File: src/hdl/pdc_pkg.sv
package pdc_pkg;

	localparam logic [15:0] MAX_PACKET_BYTES = 16'd256;
	localparam logic [15:0] ALL_ONES         = 16'hffff;
	localparam logic [15:0] HEADER_BYTES     = 16'd8;
	localparam logic [15:0] MIN_SIZE         = 16'd10;

	typedef enum logic [1:0] {
		ST_OK       = 2'd0,
		ST_HDR_BAD  = 2'd1,
		ST_LEN_BAD  = 2'd2,
		ST_BODY_BAD = 2'd3
	} status_t;

	typedef enum logic {
		KIND_PAYLOAD = 1'b0,
		KIND_VERDICT = 1'b1
	} kind_t;

	typedef struct packed {
		logic [7:0] byte_value;
		logic       last_byte;
	} in_item_t;

	typedef struct packed {
		logic        kind;
		logic [7:0]  payload_byte;
		logic [15:0] command_code;
		logic [15:0] result_code;
		logic [1:0]  status;
		logic [7:0]  payload_length;
	} out_item_t;

	typedef struct packed {
		logic [15:0] byte_index;
		logic [7:0]  low_byte_hold;
		logic [15:0] header_sum;
		logic [15:0] body_sum;
		logic [15:0] cmd_word;
		logic [15:0] size_word;
		logic [15:0] result_word;
		logic [15:0] header_check_word;
		logic [15:0] footer_word;
	} state_t;

	// ones'-complement add with end-around carry
	function automatic logic [15:0] oc_add(input logic [15:0] a, input logic [15:0] b);
		logic [16:0] s;
		s = {1'b0, a} + {1'b0, b};
		return s[15:0] + {15'd0, s[16]};
	endfunction

endpackage

File: src/hdl/pdc_step.sv
module pdc_step (
	input  pdc_pkg::state_t    st,
	input  pdc_pkg::in_item_t  item,
	output pdc_pkg::state_t    st_next,
	output logic               emit,
	output pdc_pkg::out_item_t res
);
	import pdc_pkg::*;

	logic [15:0] idx;
	logic [15:0] size;
	logic [7:0]  b;
	logic        hdr_good;
	logic        size_ok;
	logic [15:0] body_final;
	status_t     status;
	logic [7:0]  plen;
	state_t      upd;

	assign idx  = st.byte_index;
	assign size = st.size_word;
	assign b    = item.byte_value;

	always_comb begin
		upd = st;
		if (idx < HEADER_BYTES) begin
			unique case (idx[2:1])
				2'd0: begin
					if (idx[0]) upd.cmd_word[15:8] = b;
					else upd.cmd_word[7:0] = b;
				end
				2'd1: begin
					if (idx[0]) upd.size_word[15:8] = b;
					else upd.size_word[7:0] = b;
				end
				2'd2: begin
					if (idx[0]) upd.result_word[15:8] = b;
					else upd.result_word[7:0] = b;
				end
				default: begin
					if (idx[0]) upd.header_check_word[15:8] = b;
					else upd.header_check_word[7:0] = b;
				end
			endcase
			if (idx[0]) begin
				unique case (idx[2:1])
					2'd0: upd.header_sum = oc_add(st.header_sum, upd.cmd_word);
					2'd1: upd.header_sum = oc_add(st.header_sum, upd.size_word);
					2'd2: upd.header_sum = oc_add(st.header_sum, upd.result_word);
					default: upd.header_sum = st.header_sum;
				endcase
			end
		end else if (size >= MIN_SIZE) begin
			if (idx < size - 16'd2) begin
				if (!idx[0]) upd.low_byte_hold = b;
				else upd.body_sum = oc_add(st.body_sum, {b, st.low_byte_hold});
			end else if (idx == size - 16'd2) begin
				upd.footer_word[7:0] = b;
			end else if (idx == size - 16'd1) begin
				upd.footer_word[15:8] = b;
			end
		end
		upd.byte_index = (idx != ALL_ONES) ? idx + 16'd1 : ALL_ONES;
	end

	assign hdr_good = (~upd.header_sum) == upd.header_check_word;
	assign size_ok  = (size >= MIN_SIZE) && (size <= MAX_PACKET_BYTES);
	// odd body length: fold the pending byte in as a low byte
	assign body_final = size[0] ? oc_add(upd.body_sum, {8'd0, upd.low_byte_hold})
		: upd.body_sum;

	always_comb begin
		status = ST_OK;
		plen   = 8'd0;
		priority if (idx < 16'd7) begin
			status = ST_LEN_BAD;
		end else if (!hdr_good) begin
			status = ST_HDR_BAD;
		end else if (!size_ok || (idx + 16'd1) != size) begin
			status = ST_LEN_BAD;
		end else begin
			status = ((~body_final) == upd.footer_word) ? ST_OK : ST_BODY_BAD;
			plen   = size[7:0] - 8'd10;
		end
	end

	always_comb begin
		res = '0;
		emit = 1'b0;
		if (item.last_byte) begin
			emit               = 1'b1;
			res.kind           = KIND_VERDICT;
			res.command_code   = upd.cmd_word;
			res.result_code    = upd.result_word;
			res.status         = status;
			res.payload_length = plen;
		end else if (idx >= HEADER_BYTES && size_ok && idx < size - 16'd2 && hdr_good) begin
			emit             = 1'b1;
			res.kind         = KIND_PAYLOAD;
			res.payload_byte = b;
		end
	end

	assign st_next = item.last_byte ? '0 : upd;

endmodule

File: src/hdl/packet_deframer_checksum.sv
// Packet deframer with 16-bit ones'-complement header and body checksums.
// Input channel byte_*: one received byte per transaction, last_byte set on
// the final byte of a packet. Output channel res_*: one transaction per
// payload byte (kind 0) as it arrives while header and size check good, and
// one verdict (kind 1) for the final byte carrying command, result, status
// and payload length. Throughput: one byte per cycle while byte_stall is
// low; the running sums and header capture are updated in the cycle a byte
// is accepted, by one end-around-carry adder per sum.
// Latency: a result is presented on res_valid the cycle after its byte is
// accepted when the output register is free or taken in that cycle.
// Results sit in an output register backed by one skid entry; byte_stall
// rises only while the skid entry is occupied, so a byte is still accepted
// in the cycle the output stalls, and the input then holds until the output
// transaction completes and the skid entry moves into the output register.
// Reset clears all packet state and empties both output entries; a verdict
// also returns the packet state to its reset value for the next packet.
module packet_deframer_checksum (
	input  logic               clk,
	input  logic               arst_n,
	input  logic               byte_valid,
	output logic               byte_stall,
	input  pdc_pkg::in_item_t  byte_data,
	output logic               res_valid,
	input  logic               res_stall,
	output pdc_pkg::out_item_t res_data
);
	import pdc_pkg::*;

	state_t    st_q;
	state_t    st_next;
	logic      emit;
	out_item_t res;
	logic      accept;
	logic      out_valid_q;
	out_item_t out_q;
	logic      skid_valid_q;
	out_item_t skid_q;
	logic      taken;

	pdc_step u_step (
		.st      (st_q),
		.item    (byte_data),
		.st_next (st_next),
		.emit    (emit),
		.res     (res)
	);

	assign byte_stall = skid_valid_q;
	assign accept     = byte_valid && !skid_valid_q;
	assign taken      = out_valid_q && !res_stall;
	assign res_valid  = out_valid_q;
	assign res_data   = out_q;

	always_ff @(posedge clk or negedge arst_n) begin
		if (!arst_n) begin
			st_q <= '0;
		end else if (accept) begin
			st_q <= st_next;
		end
	end

	always_ff @(posedge clk or negedge arst_n) begin
		if (!arst_n) begin
			out_valid_q  <= 1'b0;
			skid_valid_q <= 1'b0;
		end else begin
			priority if (skid_valid_q) begin
				// drain skid into output once the output transaction completes
				if (taken) begin
					skid_valid_q <= 1'b0;
				end
			end else if (accept && emit) begin
				if (out_valid_q && !taken) skid_valid_q <= 1'b1;
				else out_valid_q <= 1'b1;
			end else if (taken) begin
				out_valid_q <= 1'b0;
			end
		end
	end

	always_ff @(posedge clk) begin
		if (skid_valid_q) begin
			if (taken) out_q <= skid_q;
		end else if (accept && emit) begin
			if (out_valid_q && !taken) skid_q <= res;
			else out_q <= res;
		end
	end

endmodule

File: config.mk
export PLATFORM = sky130hd
export DESIGN_NAME = packet_deframer_checksum
export DESIGN_NICKNAME = d
export VERILOG_FILES = /design/src/hdl/pdc_pkg.sv /design/src/hdl/pdc_step.sv /design/src/hdl/packet_deframer_checksum.sv
export SDC_FILE = /design/constraint.sdc
export NUM_CORES = 1
export LEC_CHECK = 0
export BUFFER_PORTS_ARGS = -buffer_cell sky130_fd_sc_hd__buf_2
export CAP_MARGIN = 25
export CORE_ASPECT_RATIO = 1.5
export CORE_MARGIN = 2
export CORE_UTILIZATION = 55
export CTS_CLUSTER_DIAMETER = 60
export DETAILED_ROUTE_END_ITERATION = 12
export PLACE_DENSITY = 0.73
export SYNTH_ARGS = -nofsm -noshare
export SYNTH_HDL_FRONTEND = slang
export SYNTH_HIERARCHICAL = 1
export SYNTH_SLANG_ARGS = --single-unit
export TNS_END_PERCENT = 50
File: constraint.sdc
create_clock -name clk -period 10.6 [get_ports clk]
set_input_delay 2.12 -clock clk [delete_from_list [all_inputs] [get_ports clk]]
set_output_delay 2.12 -clock clk [all_outputs]
set_load 0.01 [all_outputs]
* Word level (Yosys, flattened, before mapping)
Index checks and enable logic that the tools add are counted.
** Word-level totals
- Bits in registers :: 240
- Logic and storage cells :: 139
** Cells by class
- Add/sub/neg operators :: 14
- Magnitude comparators :: 6
- Eq/ne operators :: 11
- Mux-type cells :: 60
- Bitwise gates (word level) :: 3
- Reduce and logical (&&, ||, !) cells :: 22
** Operators with widths (number)
- 2-to-1 mux 16 bit :: 18
- 2-to-1 mux 51 bit :: 4
- 2-to-1 mux 8 bit :: 20
- 2-to-1 mux 136 bit :: 1
- adder 16 x 1 -> 16 bit :: 5
- adder 16 x 16 -> 17 bit :: 4
- equality test 16 bit :: 4
- 2-to-1 mux 64 bit :: 1
- case mux 16 bit (3 select lines) :: 1
- 2-to-1 mux 42 bit :: 1
- greater-or-equal comparator 16 x 4 -> 1 bit (second input constant) :: 2
- inverter 16 bit :: 2
- adder 16 x 8 -> 17 bit :: 1
- adder 16 x 1 -> 16 bit (second input constant) :: 1
- <= comparator 16 x 9 -> 1 bit (second input constant) :: 1
- < comparator 16 bit :: 1
- < comparator 16 x 3 -> 1 bit (second input constant) :: 1
- < comparator 16 x 4 -> 1 bit (second input constant) :: 1
- != test 16 bit :: 1
- != test 16 bit (second input constant) :: 1
- subtractor 16 x 1 -> 16 bit (second input constant) :: 1
- subtractor 16 x 2 -> 16 bit (second input constant) :: 1
- 2-to-1 mux 1 bit :: 10
- AND reduction 3 bit :: 3
- 14 further kinds :: 30

* Depth between registers and ports, before layout
Gate-level depths: netlist (run 1).
- Depth in word-level cells :: 19
- Depth in mapped cells :: 44

* Hierarchy
The synthesis (run 1) kept the hierarchy.
** Modules (own cells, without submodules)
- pdc_step :: times used 1, cells each 1691, area each 11280.8 µm², sequential area each 0.0 µm²
- packet_deframer_checksum :: times used 1, cells each 457, area each 9395.3 µm², sequential area each 6516.2 µm²

* Least setup slack after synthesis (run 1)
Ideal clock, no wire load.
- Path kind :: input-to-reg
- Start :: input port byte_data[1] in the netlist's numbering
- End :: register out_q, in the netlist res_data[0], enable pin
- Library setup time :: 0.466 ns
- Arrival :: 9.950 ns
- Required time :: 10.134 ns
- Setup slack :: 0.184 ns
- Stages :: 31
- Buffers on the path :: 1
- Path through :: clkbuf_2 > mux2_2 > ha_1 > inv_1 > fa_1 > nor2b_1 > o31a_1 > o31ai_4 > a21oi_1 > a311oi_2 > nor2_1 > o21a_1 > o21a_1 > o21ai_0 > nand2b_1 > ha_1 > ha_1 > nand2_1 > nor3_1 > xnor2_1 > o22ai_1 > mux2i_1 > o21ai_0 > nand4b_1 > a211o_1 > a2111oi_2 > a41oi_1 > a2111oi_4 > a21o_1 > a21oi_1 > nor2b_1
** On the way
- Word-level cells in the longest chain between the ends :: 16
- Elaborated cells between the ends (all ways) :: 33
** RTL lines
- from (decl) :: line packet_deframer_checksum.sv:22 : input pdc_pkg::in_item_t byte_data,
- 2-to-1 mux 8 bit (on tied branches) :: line pdc_step.sv:37, pdc_step.sv:29, pdc_step.sv:33
- 2-to-1 mux 16 bit :: line pdc_step.sv:27 : unique case (idx[2:1])
- 2-to-1 mux 16 bit :: line pdc_step.sv:26 : if (idx < HEADER_BYTES) begin
- adder 16 x 16 -> 17 bit :: line pdc_pkg.sv:49 : s = {1'b0, a} + {1'b0, b};
- adder 16 x 1 -> 16 bit :: line pdc_pkg.sv:50 : return s[15:0] + {15'd0, s[16]};
- case mux 16 bit (3 select lines) :: line pdc_step.sv:46 : unique case (idx[2:1])
- 2-to-1 mux 16 bit :: line pdc_step.sv:45 : if (idx[0]) begin
- 2-to-1 mux 16 bit :: line pdc_step.sv:26
- inverter 16 bit :: line pdc_step.sv:66 : assign hdr_good = (~upd.header_sum) == upd.header_check_word;
- equality test 16 bit (*) :: line pdc_step.sv:66
- logical AND 1 bit (*) :: line pdc_step.sv:97 : end else if (idx >= HEADER_BYTES && size_ok && idx < size - 16'd2 && hdr_good) begin
- 2-to-1 mux 1 bit (*) :: line pdc_step.sv:97
- 2-to-1 mux 1 bit (*) :: line pdc_step.sv:90 : if (item.last_byte) begin
- net emit :: line packet_deframer_checksum.sv:31 : logic emit;
- logical AND 1 bit (*) :: line packet_deframer_checksum.sv:84 : end else if (accept && emit) begin
- nonzero test 2 bit (no source line) (*)
- AND reduction 3 bit (no source line) (*)
- to (signal assigned) :: line packet_deframer_checksum.sv:83 : if (taken) out_q <= skid_q;
- to (signal assigned) :: line packet_deframer_checksum.sv:86 : else out_q <= res;
- to (decl) :: line packet_deframer_checksum.sv:35 : out_item_t out_q;
Mark *: on every way through the listed nets, which the timed path passes. The rest lies on a longest branch. The select of a mux whose other input is x is not followed.
A chain may end at the register's enable or synchronous reset.

==> results of run 1 <==
## critical path: cells and delay by family
kind / cells / cell delay (ns)
simple gates: 17 / 3.39
compound gates: 14 / 2.47
fa+ha+maj: 5 / 1.21
xor+xnor: 1 / 0.20
buf+inv: 3 / 0.25
mux: 1 / 0.27
## cell type report
class,instances,area (sq um),share of cell area
timing repair buffer,99,627,0.0281
inverter,59,221,0.00993
clock inverter,21,312,0.0140
sequential,240,6520,0.292
antenna,1,2.50,0.000112
tap,489,612,0.0274
multi-input combinational,1738,13300,0.595
clock buffer,31,743,0.0333
## cells in the final DEF, fill, tap and decap left out, types with 19 or more instances in the layout
| cell type | n |
|---|---|
| nor2b_1 | 66 |
| mux2i_1 | 76 |
| nand2_1 | 145 |
| a21oi_1 | 99 |
| buf_2 | 63 |
| mux2_4 | 100 |
| nand3_1 | 42 |
| xnor2_1 | 116 |
| nor2_1 | 202 |
| mux2_2 | 121 |
| nand2b_1 | 19 |
| o21ai_0 | 104 |
| inv_1 | 59 |
| buf_4 | 32 |
| or3_1 | 19 |
| clkbuf_16 | 29 |
| edfxtp_1 | 102 |
| dfrtp_1 | 137 |
| a21o_1 | 23 |
| xor2_1 | 63 |
| nor3_1 | 60 |
| ha_1 | 104 |
| o21a_1 | 26 |
| nand4_1 | 34 |
| and3_1 | 21 |
| a211oi_1 | 26 |
## power by group through the flow
| stage | Combinational (mW) | Clock (mW) | Sequential [mW] |
|---|---|---|---|
| floorplan | 1.40 | 0 | 1.13 |
| global placement | 1.76 | 0 | 1.19 |
| detailed placement | 1.80 | 0 | 1.20 |
| CTS | 1.81 | 1.13 | 1.18 |
| global route | 1.99 | 1.16 | 1.19 |
| finish | 1.84 | 1.11 | 1.18 |
## per-layer routing
| layer | vias to the layer above | part of all wire | routed length (microns) |
|---|---|---|---|
| met5 | - | 0 | 0 |
| met4 | 0 | 0.071 | 4440 |
| met3 | 189 | 0.042 | 2630 |
| met2 | 555 | 0.51 | 32000 |
| met1 | 8402 | 0.37 | 23400 |
| li1 | 7938 | - | - |
## flip-flops by register name, summed over array words and instances (netlist names)
signal / cells
st_q: 136
res_data: 51
skid_q: 51
byte_stall: 1
res_valid: 1
## final timing paths
path,start,slack (ns),end
min,st_q[6],0.51,st_q[6]
max in group asynchronous,arst_n,7.64,st_q[70]
max,byte_data[1],1.02,res_data[9]
max reg2reg,st_q[51],1.14,res_data[9]
min in group asynchronous,arst_n,1.61,st_q[130]
min reg2reg,st_q[6],0.51,st_q[6]
## cells by family (layout without fill, tap and decap cells)
family / after synthesis / after routing / share of synthesized area
other: 0 / 1 / 0
multiplexers: 297 / 297 / 0.175
buffers and inverters: 170 / 210 / 0.0439
flip-flops: 240 / 240 / 0.315
AO/OA/AOI/OAI: 432 / 432 / 0.142
XOR/XNOR: 180 / 180 / 0.0769
AND/OR/NAND/NOR: 719 / 719 / 0.179
adder cells (fa/ha/maj): 110 / 110 / 0.0683
==> impl_results.rst, run 1 <==
.. list-table::
   :header-rows: 1

   * - Metric
     - Value
   * - Placed Cells
     - approximately 2600
   * - Resized cells post-CTS
     - 0
   * - Die height
     - 241 microns
   * - Synth-to-Final Area Change
     - 7.90%
   * - Total setup buffers inserted after CTS
     - 0
   * - Tightest hold margin
     - 0.511 ns
   * - Most frequent cells after synthesis
     - nor2_1 (202), nand2_1 (145), dfrtp_1 (138), mux2_2 (121), xnor2_1 (116)
   * - Row count
     - 87
   * - Kind of end point of the critical path
     - register
   * - Clk_skew
     - 0.0207 ns
   * - Aggregate negative setup slack
     - 0 ns
   * - Final Critical Period
     - approximately 9.6 ns
   * - Worst hold path stage count
     - 1
   * - Netlist area before placement
     - 20700 sq um
   * - Portion of total power attributed to sequential cells
     - 0.286
   * - Vias in the first global route
     - 16921
   * - Switching share of total power
     - 0.402
   * - Maximum resistive drop on vdd
     - 0.168 mV
   * - Total power of the final layout
     - 4.13 mW
   * - Required time of the worst setup path
     - 10.94 ns
   * - Final Cell Area
     - 22300 sq um
   * - Synth Instances
     - 2148
   * - Chip width
     - between 150 and 200 microns
   * - Met3 demand-to-capacity share in global routing
     - 0.0337
   * - Worst setup SP type
     - input port
   * - Hold_buf cts
     - 0
   * - Placer congestion estimate
     - about 0.94
   * - Sink Count
     - between 200 and 250
   * - Placed wire-length estimate after detailed placement
     - 45.6 mm
   * - Routed wire length
     - 62.5 mm
   * - Fmax achieved
     - 0.104 GHz
   * - DR vias
     - 17084
   * - Clk_lat worst skew
     - 0.60 ns
   * - Fraction of met1 tracks used by global routing
     - 0.342
   * - Drt first-iter violations
     - 1283
   * - Net Count, Synth
     - around 2300
   * - Synth async-reset ratio
     - 0.575
   * - Worst setup timing slack at the placement stage
     - 0.468 ns
   * - Maximum Capacitance Violations
     - 0
   * - Total count of hold-check failures in the final report
     - 0
   * - Buffer levels on the longest clock path
     - 3
   * - Port buffer count
     - 65
   * - Area of the placeable core
     - roughly 37000 sq um
   * - Proportion of layout cells with a drive suffix above 1
     - 0.189
   * - Pins over their slew limit
     - 0
   * - Ports
     - 66
   * - Status
     - finished clean
   * - Dominant cell type by area after synthesis
     - dfrtp_1
   * - Remaining global-route overflow
     - 0
   * - Number of clock buffers inserted by TritonCTS
     - 28
   * - Final-stage net count
     - 2288
   * - Worst slew pin tran
     - 1.07 ns
   * - Post-layout utilization of the core
     - 0.598
   * - Number of synthesized register bits
     - 240
   * - Avg WL per Cell
     - between 20 and 25 microns
   * - Peak-usage layer in the global routing report
     - met2
   * - Number of standard cells in the layout, taps in and fillers out
     - 2678
   * - Area share of the leading cell type in the synthesized netlist
     - 0.167
   * - Die footprint
     - 39200 sq um
   * - Dominant cells by area after synthesis
     - dfrtp_1 (17%), edfxtp_1 (15%), mux2_4 (7.3%)
   * - Rel. slew slack
     - 0.287
   * - Clock slew at the register clock pins of the worst setup and hold paths
     - 0.07 ns
   * - Remaining antenna violation count
     - 0
   * - Total power density per cell area
     - roughly 190 nW/um^2
   * - Design internal power
     - 2.47 mW
   * - Master of the slowest instance on the critical path
     - or4_1
   * - Met2 track utilization from global routing
     - 0.573
   * - Avg Inst Size Synth
     - ~9.6 sq um
   * - Combinational cell fraction of total power
     - 0.445
   * - Clock tree from TritonCTS
     - done
   * - Number of antenna violations at the first check in global routing
     - 0
   * - EDFF count, synth
     - 102
   * - Top fanout value on the critical path
     - 6
   * - Fill count
     - about 3100
   * - Wire length of the first global-routing pass
     - 95.3 mm
   * - CTS Root Cell
     - clkbuf_16
   * - Crit path arrival time
     - 9.91 ns
   * - Leakage Power
     - between 9 and 10 nW
   * - CP dominant cell by count
     - ha_1
   * - H-tree lvl count
     - 1
   * - Biggest cell delay along the critical path
     - 0.48 ns
   * - Most repeated cell in the gate-level netlist after synthesis
     - nor2_1
   * - Instance area after placement
     - 21300 sq um
   * - RSZ-0062 raised after global routing
     - no
   * - Critical Setup Path Class
     - in2reg
   * - Unique masters post-synth
     - 98
   * - Router iterations before antenna repair
     - 6
   * - Number of cells traversed by the worst register-to-register path
     - 36
   * - Flip-flop cell with the highest count after synthesis
     - dfrtp_1
   * - Clock group share of total power
     - 0.269
   * - Maximum number of pins on one net before global-route repair
     - 137
   * - Net Sw Power
     - 1.66 mW
   * - Worst Slack Setup Final
     - 1.02 ns
   * - Initial core utilization
     - 0.554
   * - Final period util
     - 0.904
   * - Ys Warns
     - 6
   * - Seq/Total Area, Yosys
     - 0.315
   * - Class of the most critical hold timing path
     - reg2reg
   * - DRC viols
     - 0
   * - Via density
     - 6.38
   * - Global routing usage summed across all routing layers
     - 0.313
   * - Final setup violation count
     - 0
(Power assumes the default switching activity.)
==> run 2: changes to the inputs <==
Settings changed: CORE_UTILIZATION 55 to 36, PLACE_DENSITY 0.73 to 0.52.
==> run 2 against run 1 <==
Effect of this change: combinational power increased by 3%; via count decreased by 1.8%; sequential share of layout area decreased by 0.38 points; critical path type unchanged; largest power group unchanged; hold slack about the same; power decreased by 1.2%; utilization decreased by 20 points; critical endpoint unchanged.
==> impl_results.rst, run 2 (synthesis results as in run 1) <==
.. list-table::
   :header-rows: 1

   * - Metric
     - Value
   * - Status
     - finished clean
   * - Register with the most flip-flops
     - st_q
   * - Top fanout value on the critical path
     - 5
   * - Die footprint
     - 59400 sq um
   * - Biggest cell delay along the critical path
     - 0.51 ns
   * - Avg WL per Cell
     - 22.6 microns
   * - Clk_lat worst skew
     - 0.60 ns
   * - Rel. slew slack
     - 0.342
   * - Total power density per cell area
     - 180 nW/um^2
   * - Sink Count
     - 240
   * - CP dominant cell by count
     - ha_1
   * - Clk_skew
     - 0.0286 ns
   * - Highest-count cells in the layout ignoring fill and taps
     - nor2_1 (201), nand2_1 (145), dfrtp_1 (137)
   * - Drt first-iter violations
     - 945
   * - Clock slew at the register clock pins of the worst setup and hold paths
     - around 0.060 ns
   * - Resized cells post-CTS
     - 0
   * - Placed wire-length estimate after detailed placement
     - 50.1 mm
   * - Buffer levels on the longest clock path
     - 3
   * - DR vias
     - 16773
   * - Routed wire length
     - 67.0 mm
   * - RSZ-0062 raised after global routing
     - no
   * - Port buffer count
     - 65
   * - Most common cell after layout, fill and taps aside
     - nor2_1
   * - Leakage Power
     - 9.83 nW
   * - Final period util
     - 0.925
   * - Row count
     - 107
   * - Number of standard cells in the layout, taps in and fillers out
     - 2966
   * - Class of the most critical hold timing path
     - reg2reg
   * - Number of flip-flops in the largest register
     - 136
   * - Wire length of the first global-routing pass
     - 102 mm
   * - Worst setup timing slack at the placement stage
     - 0.307 ns
   * - Combined buffer and inverter count along the critical path
     - 3
   * - Total count of hold-check failures in the final report
     - 0
   * - Router iterations before antenna repair
     - 5
   * - Worst slew pin tran
     - ~0.99 ns
   * - Critical Setup Path Class
     - in2reg
   * - Worst setup SP type
     - input port
   * - Placer congestion estimate
     - 0.945
   * - Crit path arrival time
     - 10.15 ns
   * - Antenna diodes
     - 0
   * - Chip width
     - 200 microns
   * - Area of the placeable core
     - about 57000 sq um
   * - Total setup buffers inserted after CTS
     - 0
   * - Initial core utilization
     - 0.364
   * - Fmax achieved
     - a little over 0.1 GHz
   * - Synth-to-Final Area Change
     - 9.34%
   * - Worst Slack Setup Final
     - around 0.8 ns
   * - Placed Cells
     - between 2000 and 3000
   * - Global routing usage summed across all routing layers
     - 0.224
   * - Total power of the final layout
     - 4.08 mW
   * - H-tree lvl count
     - 1
   * - Final-stage net count
     - 2302
   * - Instance area after placement
     - 21700 sq um
   * - Hold_buf cts
     - 0
   * - Number of antenna violations at the first check in global routing
     - 1
   * - Remaining global-route overflow
     - 0
   * - Maximum number of pins on one net before global-route repair
     - 66
   * - Maximum Capacitance Violations
     - 0
   * - Cell family contributing the most delay on the critical path
     - simple AND/OR/NAND/NOR gates
   * - Remaining antenna violation count
     - 0
   * - Pins over their slew limit
     - 0
   * - CTS Root Cell
     - clkbuf_16
   * - Final Cell Area
     - 22600 sq um
   * - Required time of the worst setup path
     - between 10 and 15 ns
   * - Master of the slowest instance on the critical path
     - nor4_1
   * - Maximum resistive drop on vdd
     - 0.0921 mV
   * - Clock tree from TritonCTS
     - done
   * - Die height
     - 298 microns
   * - DRC viols
     - 0
   * - Aggregate negative setup slack
     - 0 ns
   * - Number of clock buffers inserted by TritonCTS
     - 29
   * - Via density
     - about 5.7
   * - Final Critical Period
     - a little under 10 ns
   * - Proportion of layout cells with a drive suffix above 1
     - 0.192
   * - Vias in the first global route
     - 16753
   * - Ports
     - 66
   * - Kind of end point of the critical path
     - register
   * - Final setup violation count
     - 0
run 2: cell types whose count changed in the layout (fill, tap and decap cells not counted), moves of 2 or more:
cell / delta
clkinv_2: +2
inv_4: -2
clkbuf_1: +4
bufinv_16: -5
buf_4: +14
clkinv_1: +2
run 2: stage by stage:
stage,utilization,hold WS [ns]
after floorplan,-,0.478
final,0.398,0.511
after global placement,0.382,0.492
after global routing,0.398,0.522
after CTS,0.398,0.512
after detailed placement,0.382,0.492
run 2: final timing paths:
path	startpoint	to	slack [ns]	depth (start not counted)
setup / recovery	byte_data[1]	res_data[9]	0.80	41
hold / removal	st_q[26]	st_q[26]	0.51	1
setup reg to reg	st_q[50]	res_data[9]	1.25	37
hold reg to reg	st_q[26]	st_q[26]	0.51	1
max in group asynchronous	arst_n	st_q[48]	8.00	2
min in group asynchronous	arst_n	st_q[11]	1.49	1
run 2: final cells by class:
type | instances | area [sq um]
clock buffers | 36 | 772
clock inverters | 18 | 153
fillers | 5683 | 34200
inverters | 59 | 221
multi-input cells | 1738 | 13300
flip-flops and latches | 240 | 6520
well taps | 763 | 955
repair buffers | 112 | 712
run 2: report_power, final:
| part | internal, mW | switching [mW] |
|---|---|---|
| registers | 1.05 | 0.138 |
| clock network | 0.549 | 0.440 |
| logic | 0.755 | 1.15 |
| total | 2.36 | 1.73 |
run 2: routing by layer:
metal | up-vias | share of wire | GRT usage
met5 | - | 0.00019 | 0
met4 | 2 | 0.056 | 0.114
met3 | 132 | 0.036 | 0.0226
met2 | 368 | 0.50 | 0.396
met1 | 8302 | 0.40 | 0.267
li1 | 7969 | - | -
